### config.mk
export PLATFORM = sky130hd
export DESIGN_NAME = i2c_master_register_access_core
export DESIGN_NICKNAME = d
export VERILOG_FILES = /design/src/rtl/core/i2cm_pkg.sv /design/src/rtl/core/i2cm_step.sv /design/src/rtl/core/i2c_master_register_access_core.sv
export SDC_FILE = /design/constraint.sdc
export NUM_CORES = 1
export LEC_CHECK = 0
export ABC_AREA = 0
export BUFFER_PORTS_ARGS = -buffer_cell sky130_fd_sc_hd__buf_2
export CORE_UTILIZATION = 59
export DETAILED_ROUTE_END_ITERATION = 10
export PLACE_DENSITY = 0.84
export REMOVE_ABC_BUFFERS = 1
export SYNTH_ARGS = -nofsm -noshare
export SYNTH_HDL_FRONTEND = slang
export SYNTH_SLANG_ARGS = --single-unit
export TNS_END_PERCENT = 5
### constraint.sdc
create_clock -name clock -period 3.7 [get_ports clock]
set_input_delay 0.37 -clock clock [delete_from_list [all_inputs] [get_ports clock]]
set_output_delay 0.37 -clock clock [all_outputs]
set_load 0.01 [all_outputs]
### src/rtl/core/i2cm_pkg.sv
package i2cm_pkg;

   localparam int unsigned CMD_W   = 2;
   localparam int unsigned ADDR_W  = 7;
   localparam int unsigned TICKS_W = 10;
   localparam int unsigned BYTE_W  = 8;
   localparam int unsigned BIT_W   = 4;

   localparam int unsigned REQ_TDATA_W = 24;
   localparam int unsigned RSP_TDATA_W = 16;

   typedef enum logic [CMD_W-1:0] {
      CMD_TICK  = 2'd0,
      CMD_WRITE = 2'd1,
      CMD_READ  = 2'd2,
      CMD_RSVD  = 2'd3
   } cmd_type;

   // csr register indexes
   localparam logic CSR_DEVICE_ADDRESS = 1'b0;
   localparam logic CSR_PHASE_TICKS    = 1'b1;

   localparam logic [BIT_W-1:0] LAST_BIT = 4'd15;

   typedef enum logic [4:0] {
      PH_IDLE     = 5'd0,
      PH_START1   = 5'd1,
      PH_START2   = 5'd2,
      PH_TX_DEVW  = 5'd3,
      PH_ACK_DEVW = 5'd4,
      PH_TX_REG   = 5'd5,
      PH_ACK_REG  = 5'd6,
      PH_TX_DATA  = 5'd7,
      PH_ACK_DATA = 5'd8,
      PH_RS0      = 5'd9,
      PH_RS1      = 5'd10,
      PH_RS2      = 5'd11,
      PH_TX_DEVR  = 5'd12,
      PH_ACK_DEVR = 5'd13,
      PH_RX       = 5'd14,
      PH_ACK_LAST = 5'd15,
      PH_STOP0    = 5'd16,
      PH_STOP1    = 5'd17,
      PH_STOP2    = 5'd18
   } phase_type;

   typedef struct packed {
      phase_type          phase;
      logic [BIT_W-1:0]   bit_index;
      logic [BYTE_W-1:0]  tx_shift;
      logic [BYTE_W-1:0]  rx_shift;
      logic [TICKS_W-1:0] tick_count;
      logic               is_read;
      logic [BYTE_W-1:0]  held_reg_addr;
      logic [BYTE_W-1:0]  held_write_data;
      logic               ack_sample;
   } state_type;

   typedef struct packed {
      logic [CMD_W-1:0]  cmd;
      logic [BYTE_W-1:0] reg_addr;
      logic [BYTE_W-1:0] write_data;
      logic              sda_in;
   } item_type;

   typedef struct packed {
      logic              last_ack;
      logic [BYTE_W-1:0] read_data;
      logic              done_res;
      logic              busy_res;
      logic              sda_pull_low;
      logic              scl_level;
   } result_type;

endpackage

### src/rtl/core/i2cm_step.sv
// One sequencer tick: next bus state and bus levels from the current state,
// the registered request and the configuration.
module i2cm_step
   import i2cm_pkg::*;
(
   input  state_type                 cur,
   input  item_type                  item,
   input  logic [ADDR_W-1:0]         device_address,
   input  logic [TICKS_W-1:0]        phase_ticks,
   output state_type                 nxt,
   output result_type                res
);

   function automatic state_type enter_f(state_type s, phase_type ph, logic [BYTE_W-1:0] load);
      state_type r;
      r            = s;
      r.phase      = ph;
      r.bit_index  = '0;
      r.tick_count = '0;
      r.tx_shift   = load;
      return r;
   endfunction

   logic [TICKS_W-1:0] len;
   logic [TICKS_W:0]   tick_inc;

   assign len      = (phase_ticks == '0) ? TICKS_W'(1) : phase_ticks;
   assign tick_inc = {1'b0, cur.tick_count} + (TICKS_W+1)'(1);

   always_comb begin
      state_type s;
      logic      high_half;
      logic      is_tx;
      logic      is_ack;
      logic      half_end;
      logic      scl;
      logic      pull;
      logic      done;

      s = cur;
      if (s.phase > PH_STOP2) begin
         s.phase = PH_IDLE;
      end
      if ((s.phase == PH_IDLE) &&
          ((item.cmd == CMD_WRITE) || (item.cmd == CMD_READ))) begin
         s.is_read         = (item.cmd == CMD_READ);
         s.held_reg_addr   = item.reg_addr;
         s.held_write_data = item.write_data;
         s = enter_f(s, PH_START1, '0);
      end

      high_half = s.bit_index[0];
      is_tx     = s.phase inside {PH_TX_DEVW, PH_TX_REG, PH_TX_DATA, PH_TX_DEVR};
      is_ack    = s.phase inside {PH_ACK_DEVW, PH_ACK_REG, PH_ACK_DATA,
                                  PH_ACK_DEVR, PH_ACK_LAST};
      half_end  = tick_inc >= {1'b0, len};
      scl       = 1'b1;
      pull      = 1'b0;
      done      = 1'b0;

      // bus levels come from the phase at the start of the tick
      if (is_tx) begin
         scl  = high_half;
         pull = ~s.tx_shift[BYTE_W-1];
      end else if (is_ack || (s.phase == PH_RX)) begin
         scl = high_half;
      end else begin
         case (s.phase)
            PH_START2, PH_RS2, PH_STOP1: pull = 1'b1;
            PH_RS0: scl = 1'b0;
            PH_STOP0: begin
               scl  = 1'b0;
               pull = 1'b1;
            end
            default: ;
         endcase
      end

      res.busy_res = (s.phase != PH_IDLE);

      if (s.phase != PH_IDLE) begin
         if (!half_end) begin
            s.tick_count = tick_inc[TICKS_W-1:0];
         end else if (is_tx || (s.phase == PH_RX)) begin
            if (high_half) begin
               s.tx_shift = {s.tx_shift[BYTE_W-2:0],
                             (s.phase == PH_RX) ? item.sda_in : 1'b0};
            end
            if (s.bit_index < LAST_BIT) begin
               s.bit_index  = s.bit_index + BIT_W'(1);
               s.tick_count = '0;
            end else begin
               if (s.phase == PH_RX) begin
                  s.rx_shift = s.tx_shift;
               end
               s = enter_f(s, phase_type'(s.phase + 5'd1), '0);
            end
         end else if (is_ack) begin
            if (s.bit_index == '0) begin
               s.bit_index  = BIT_W'(1);
               s.tick_count = '0;
            end else begin
               s.ack_sample = item.sda_in;
               case (s.phase)
                  PH_ACK_DEVW: s = enter_f(s, PH_TX_REG, s.held_reg_addr);
                  PH_ACK_REG: begin
                     if (s.is_read) begin
                        s = enter_f(s, PH_RS0, '0);
                     end else begin
                        s = enter_f(s, PH_TX_DATA, s.held_write_data);
                     end
                  end
                  PH_ACK_DEVR: s = enter_f(s, PH_RX, '0);
                  default: s = enter_f(s, PH_STOP0, '0);
               endcase
            end
         end else begin
            case (s.phase)
               PH_START2: s = enter_f(s, PH_TX_DEVW, {device_address, 1'b0});
               PH_RS2:    s = enter_f(s, PH_TX_DEVR, {device_address, 1'b1});
               PH_STOP2: begin
                  s    = enter_f(s, PH_IDLE, '0);
                  done = 1'b1;
               end
               default: s = enter_f(s, phase_type'(s.phase + 5'd1), '0);
            endcase
         end
      end

      nxt              = s;
      res.scl_level    = scl;
      res.sda_pull_low = pull;
      res.done_res     = done;
      res.read_data    = s.rx_shift;
      res.last_ack     = s.ack_sample;
   end

endmodule

### src/rtl/core/i2c_master_register_access_core.sv
// I2C master, one single-register write or read per command.
// req channel: one request is one sequencer tick carrying a command, the
//   register address, the write byte and the sampled SDA level. Command 1
//   starts a write, 2 starts a read; commands arriving while busy are
//   ignored like a plain tick.
// rsp channel: exactly one response per request: SCL level, SDA pull-down,
//   busy, done pulse, last read byte and last acknowledge sample.
// csr port: index 0 device address, index 1 ticks per SCL half period.
//   Write only while no request is in flight.
// Pipeline: a request lands in the input register on acceptance and its
//   response in the output register when it advances. Throughput: one
//   request per cycle while responses are taken; the sequencer state
//   update is a single pass of logic between the two registers.
// Stall: when rsp_tready is low the response holds, the input register
//   keeps one more request, then req_tready drops; nothing is lost.
// Reset: sequencer goes idle with cleared shifters, device address 104,
//   8 ticks per half period, both registers empty.
module i2c_master_register_access_core
   import i2cm_pkg::*;
(
   input  logic                   clock,
   input  logic                   reset,

   input  logic                   req_tvalid,
   output logic                   req_tready,
   // cmd[1:0], reg_addr[9:2], write_data[17:10], sda_in[18], zero pad
   input  logic [REQ_TDATA_W-1:0] req_tdata,

   output logic                   rsp_tvalid,
   input  logic                   rsp_tready,
   // scl_level[0], sda_pull_low[1], busy_res[2], done_res[3],
   // read_data[11:4], last_ack[12], zero pad
   output logic [RSP_TDATA_W-1:0] rsp_tdata,

   input  logic                   csr_wr_en,
   input  logic                   csr_index,
   input  logic [TICKS_W-1:0]     csr_wdata
);

   // configuration
   logic [ADDR_W-1:0]  dev_addr_ff;
   logic [TICKS_W-1:0] phase_ticks_ff;

   always_ff @(posedge clock) begin
      if (reset) begin
         dev_addr_ff    <= ADDR_W'(104);
         phase_ticks_ff <= TICKS_W'(8);
      end else if (csr_wr_en) begin
         case (csr_index)
            CSR_DEVICE_ADDRESS: dev_addr_ff    <= csr_wdata[ADDR_W-1:0];
            CSR_PHASE_TICKS:    phase_ticks_ff <= csr_wdata;
            default: ;
         endcase
      end
   end

   // input register
   logic     in_valid_ff;
   item_type in_item_ff;
   logic     advance;

   assign advance    = in_valid_ff && (!rsp_tvalid || rsp_tready);
   assign req_tready = !in_valid_ff || advance;

   always_ff @(posedge clock) begin
      if (reset) begin
         in_valid_ff <= 1'b0;
      end else if (req_tready) begin
         in_valid_ff <= req_tvalid;
      end
   end

   always_ff @(posedge clock) begin
      if (req_tvalid && req_tready) begin
         in_item_ff.cmd        <= req_tdata[1:0];
         in_item_ff.reg_addr   <= req_tdata[9:2];
         in_item_ff.write_data <= req_tdata[17:10];
         in_item_ff.sda_in     <= req_tdata[18];
      end
   end

   // sequencer state, advanced once per request
   state_type  state_ff;
   state_type  state_in;
   result_type res_in;

   i2cm_step u_step (
      .cur            (state_ff),
      .item           (in_item_ff),
      .device_address (dev_addr_ff),
      .phase_ticks    (phase_ticks_ff),
      .nxt            (state_in),
      .res            (res_in)
   );

   always_ff @(posedge clock) begin
      if (reset) begin
         state_ff <= '{phase: PH_IDLE, default: '0};
      end else if (advance) begin
         state_ff <= state_in;
      end
   end

   // output register
   logic       rsp_valid_ff;
   result_type rsp_res_ff;

   always_ff @(posedge clock) begin
      if (reset) begin
         rsp_valid_ff <= 1'b0;
      end else if (advance) begin
         rsp_valid_ff <= 1'b1;
      end else if (rsp_tready) begin
         rsp_valid_ff <= 1'b0;
      end
   end

   always_ff @(posedge clock) begin
      if (advance) begin
         rsp_res_ff <= res_in;
      end
   end

   assign rsp_tvalid = rsp_valid_ff;
   assign rsp_tdata  = {3'b000, rsp_res_ff};

endmodule

* After elaboration in Yosys (flattened, before gate mapping) *
Index checks and enable logic that the tools add are counted.

operators by class
  equality and inequality tests = 18
  add/sub/neg operators = 3
  order comparisons = 3
  muxes and demuxes = 32
  reductions and logical operators = 24
  bitwise operators = 4

operators by type and width
  kind                     number
  $pmux W53 S3             2
  $mux W53                 4
  $mux W52                 1
  $mux W18                 2
  $eq A5 B4 Y1 const B     7
  $mux W16                 2
  $mux W10                 3
  $mux W25                 1
  $eq A5 B3 Y1 const B     4
  $mux W8                  2
  $eq A5 B5 Y1 const B     3
  $mux W5                  3
  $add A10 B1 Y11 const B  1
  $ge A11 B10 Y1           1
  $eq A5 B2 Y1 const B     2
  $logic_not A10 Y1        1
  $mux W1                  10
  $reduce_bool A5 Y1       2
  $mux W4                  2
  $reduce_or A4 Y1         2
  $reduce_and A2 Y1        3
  $add A5 B1 Y5 const B    1
  $gt A5 B5 Y1 const B     1
  $logic_not A5 Y1         1
  12 further kinds         23

storage, ports and cells
  logic and storage cells = 107
  output and inout port bits = 18
  register bits after elaboration = 104
  input bits = 40

* Longest topological paths before layout *
  word-level depth = 13
  depth in mapped cells = 14

* Hierarchy *
Synthesis repeated with hierarchy kept, for this count alone.

second synthesis, totals
  cell total of the unflattened synthesis = 740
  area total of the unflattened synthesis = 6,513.7 sq um

by module, submodules not included
  module                           area each (sq um)  instances  seq. area each (sq um)  cells an instance
  i2c_master_register_access_core  4,121.5            1          2,402.3                 344
  i2cm_step                        2,392.3            1          0.0                     396

* Worst setup path after synthesis *
No wires, ideal clock.

  path type = register to register
  start = register state_ff[18] (netlist name)
  end = register rsp_res_ff, in the netlist rsp_tdata[10] (data pin)
  arrival time = 2.862 ns
  setup time = 0.260 ns
  stages on the path, launching flop included = 14
  buffers on the path = 1
  slack = 0.578 ns
  path through = dfxtp_1 -> ha_1 -> nand3_1 -> nor2_1 -> nand2_1 -> xnor2_1 -> ha_1 -> a21o_1 -> a221o_1 -> a41o_1 -> a21o_1 -> buf_2 -> nand3_2 -> mux2_2

RTL lines
  item                    RTL line                                text
  from (decl)             i2c_master_register_access_core.sv:83   state_type state_ff;
  from (signal assigned)  i2c_master_register_access_core.sv:100  state_ff <= state_in;
  to (signal assigned)    i2c_master_register_access_core.sv:120  rsp_res_ff <= res_in;
  to (decl)               i2c_master_register_access_core.sv:106  result_type rsp_res_ff;

==> impl_results.md <==
- Synth Flop Type: dfxtp_1
- DRT Pass-1 Iters: 5
- Chip height: 98.9 um
- VDD IR max: 0.357 mV
- Yosys warnings: 0
- Post-synthesis cell count: about 620
- Synth cell count leaders: nand2_1 (115), dfxtp_1 (72), a21oi_1 (58)
- Layout cells sized above 1: 0.162
- Clock Path Buffers: 2
- Routed Antenna Nets: 0
- CTS Buf Count: 9
- Fillers: 719
- Synth cell types: 71
- Total GRT Usage: 0.293
- Clk_lat worst skew: 0.37 ns
- Setup WS pre-CTS: 0.227 ns
- Worst hold path type: in2reg
- Die area: 0.00977 sq mm
- Critical path class: reg2reg
- CTS tree: done
- Crit. End Element: flop
- Seq/Total Area, Yosys: 0.434
- First-pass GRT wire length: around 23000 um
- Core Box Area: 0.00889 sq mm
- Gpl congestion: 0.947
- PortBufs: 49
- Hold Vio Cnt, Final: 0
- Area grow syn2layout: 9.36%
- Worst Path Required: roughly 3.8 ns
- Switching Fraction: 0.279
- CTS H-tree lvls: 3
- Clk pin slew, worst setup/hold paths: 0.11 ns
- Initial Util: 0.622
- Async set or reset register ratio after synthesis: 0
- Most numerous cell in the Yosys netlist: nand2_1
- Endpoints failing setup: 0
- Vias/cell: 6.21
- Pin count of the biggest net entering global routing: 39
- Grt ovf: 0
- Storage cell area: between 0.002 and 0.0025 sq mm
- Clk root buf: clkbuf_8
- ANT cells: 0
- RSZ-0062 raised after global routing: no
- Fin worst setup slack: 0.186 ns
- Slew @ Worst Pin: approximately 0.76 ns
- P_sw: just over 600 uW
- Multi-input gate area: 0.00285 sq mm
- Int Power: 1570 uW
- Max-slew headroom: 0.493
- Initial DRC Count: roughly 430
- Power Dens Cells: ~360 mW/mm^2
- Largest area contributor in the netlist: dfxtp_1
- Vias in the first global route: 4764
- CP arrival: 3.64 ns
- Post-synth EDFFs: 32
- Tot Pwr: approximately 2200 uW
- Die W: 98.9 um
- TNS Setup: 0 ns
- Max FO, Critical Path: 10
- Drc violations: 0
- Clk sinks: 104
- # IOs: 58
- Post-CTS Hold Fix Bufs: 0
- Slew Viols, Final: 0
- Seq pwr share: 0.568
- Period utilization: 0.950
- Part of the power in the clock network: 0.331
- Max cap viols: 0
- Skew final: just under 0.009 ns
- Synth Register Bits: roughly 100
- Final net count: 715
- Area of the mapped netlist: 0.00553 sq mm
- Yosys top cell area share: 0.260
- Startpoint Class: flop
- Total number of vias: 4803
- Detailed placement HPWL: 9850 um
- Util after Layout: 0.681
- Status: complete, no violations
- Initial antenna violation count: 0
- Gate power share: 0.101
- FMAX: 0.285 GHz
- Syn Area/Cell: 8.87 sq um
- P_leak: about 0.0022 uW
- DR WL/cell: 17.6 um
- Ranking of synthesized cells by area: dfxtp_1 (26%), edfxtp_1 (17%), nand2_1 (7.8%)
- Crit path time final: 3.51 ns
- Row count: 34
- Final wirelength: approximately 14000 um
## stage by stage
step           cell area, sq um  std cells  hold slack, ns
2_1_floorplan              5330        583           0.430
3_3_place_gp               5840        757           0.443
3_5_place_dp               5840        757           0.448
4_1_cts                    6050        773           0.152
5_1_grt                    6050        773           0.141
6_report                   6050        773           0.162
## power groups by stage
stage,Sequential [uW],Combinational [uW],Clock (uW)
floorplan,1260,124,0
CTS,1230,217,726
finish,1230,219,719
global route,1240,239,767
detailed placement,1260,216,0
global placement,1260,209,0
## sequential cells by signal (all words and copies together) (netlist names)
name,flops
in_valid_ff,1
in_item_ff,19
dev_addr_ff,7
rsp_tdata,13
rsp_tvalid,1
phase_ticks_ff,10
state_ff,53
## kinds of logic after synthesis
family	share of synthesized area
AO/OA/AOI/OAI	0.215
XOR/XNOR	0.0174
adder cells (fa/ha/maj)	0.0339
buffers and inverters	0.0529
flip-flops	0.434
multiplexers	0.0310
other	0.000678
AND/OR/NAND/NOR	0.215
## worst paths after layout
check | from | end | slack, ns | cells past startpoint
hold reg to reg | state_ff[10] | state_ff[10] | 0.46 | 2
setup reg to reg | state_ff[18] | rsp_tdata[8] | 0.19 | 12
hold / removal | req_tdata[11] | in_item_ff[2] | 0.16 | 1
setup / recovery | state_ff[18] | rsp_tdata[8] | 0.19 | 12
## layer usage
metal | up-vias | global-route usage | share of wire
met5 | - | 0 | 0
met4 | 0 | 0.118 | 0.024
met3 | 32 | 0.0525 | 0.055
met2 | 165 | 0.490 | 0.48
met1 | 2284 | 0.377 | 0.44
li1 | 2322 | - | -
## cell type report
type | count | area share
well taps | 108 | 0.0223
repair buffers | 66 | 0.0616
flip-flops and latches | 104 | 0.397
inverters | 22 | 0.0136
clock inverters | 7 | 0.0143
clock buffers | 9 | 0.0205
multi-input cells | 457 | 0.471
## cells in the final DEF (no fill, tap or decap), drive strengths merged, types with 6 or more instances in the layout
master,Yosys,layout
and2,7,7
nand2b,13,13
nand3b,7,7
o31ai,12,12
nand3,17,17
a211oi,7,7
mux2i,7,7
nor2b,9,9
xor2,6,6
nand2,115,115
nand4,11,11
o2bb2ai,8,8
mux2,9,9
buf,25,66
nor3,9,9
dfxtp,72,72
ha,15,15
edfxtp,32,32
o21ai,20,20
nor2,40,40
a21oi,60,60
inv,22,25
o211ai,7,7
clkbuf,18,9
## repair_timing
action / in CTS / in global routing
buffers inserted: 0 / 0
endpoints found under the setup margin: 0 / 8
resized for setup: 0 / 1
hold endpoints to repair: 0 / 0
## critical path, stage by stage, from the launching register on
cell and delay [ns]:
dfxtp_1 0.46, ha_1 0.23, nand3_1 0.15, nor2_1 0.17
nand2_1 0.08, xnor2_1 0.21, ha_1 0.27, a21o_1 0.18
a221o_1 0.33, a41o_1 0.27, a21o_1 0.31, nand3_2 0.23
mux2_2 0.37
Note: power is estimated with default switching activity, not from simulation.
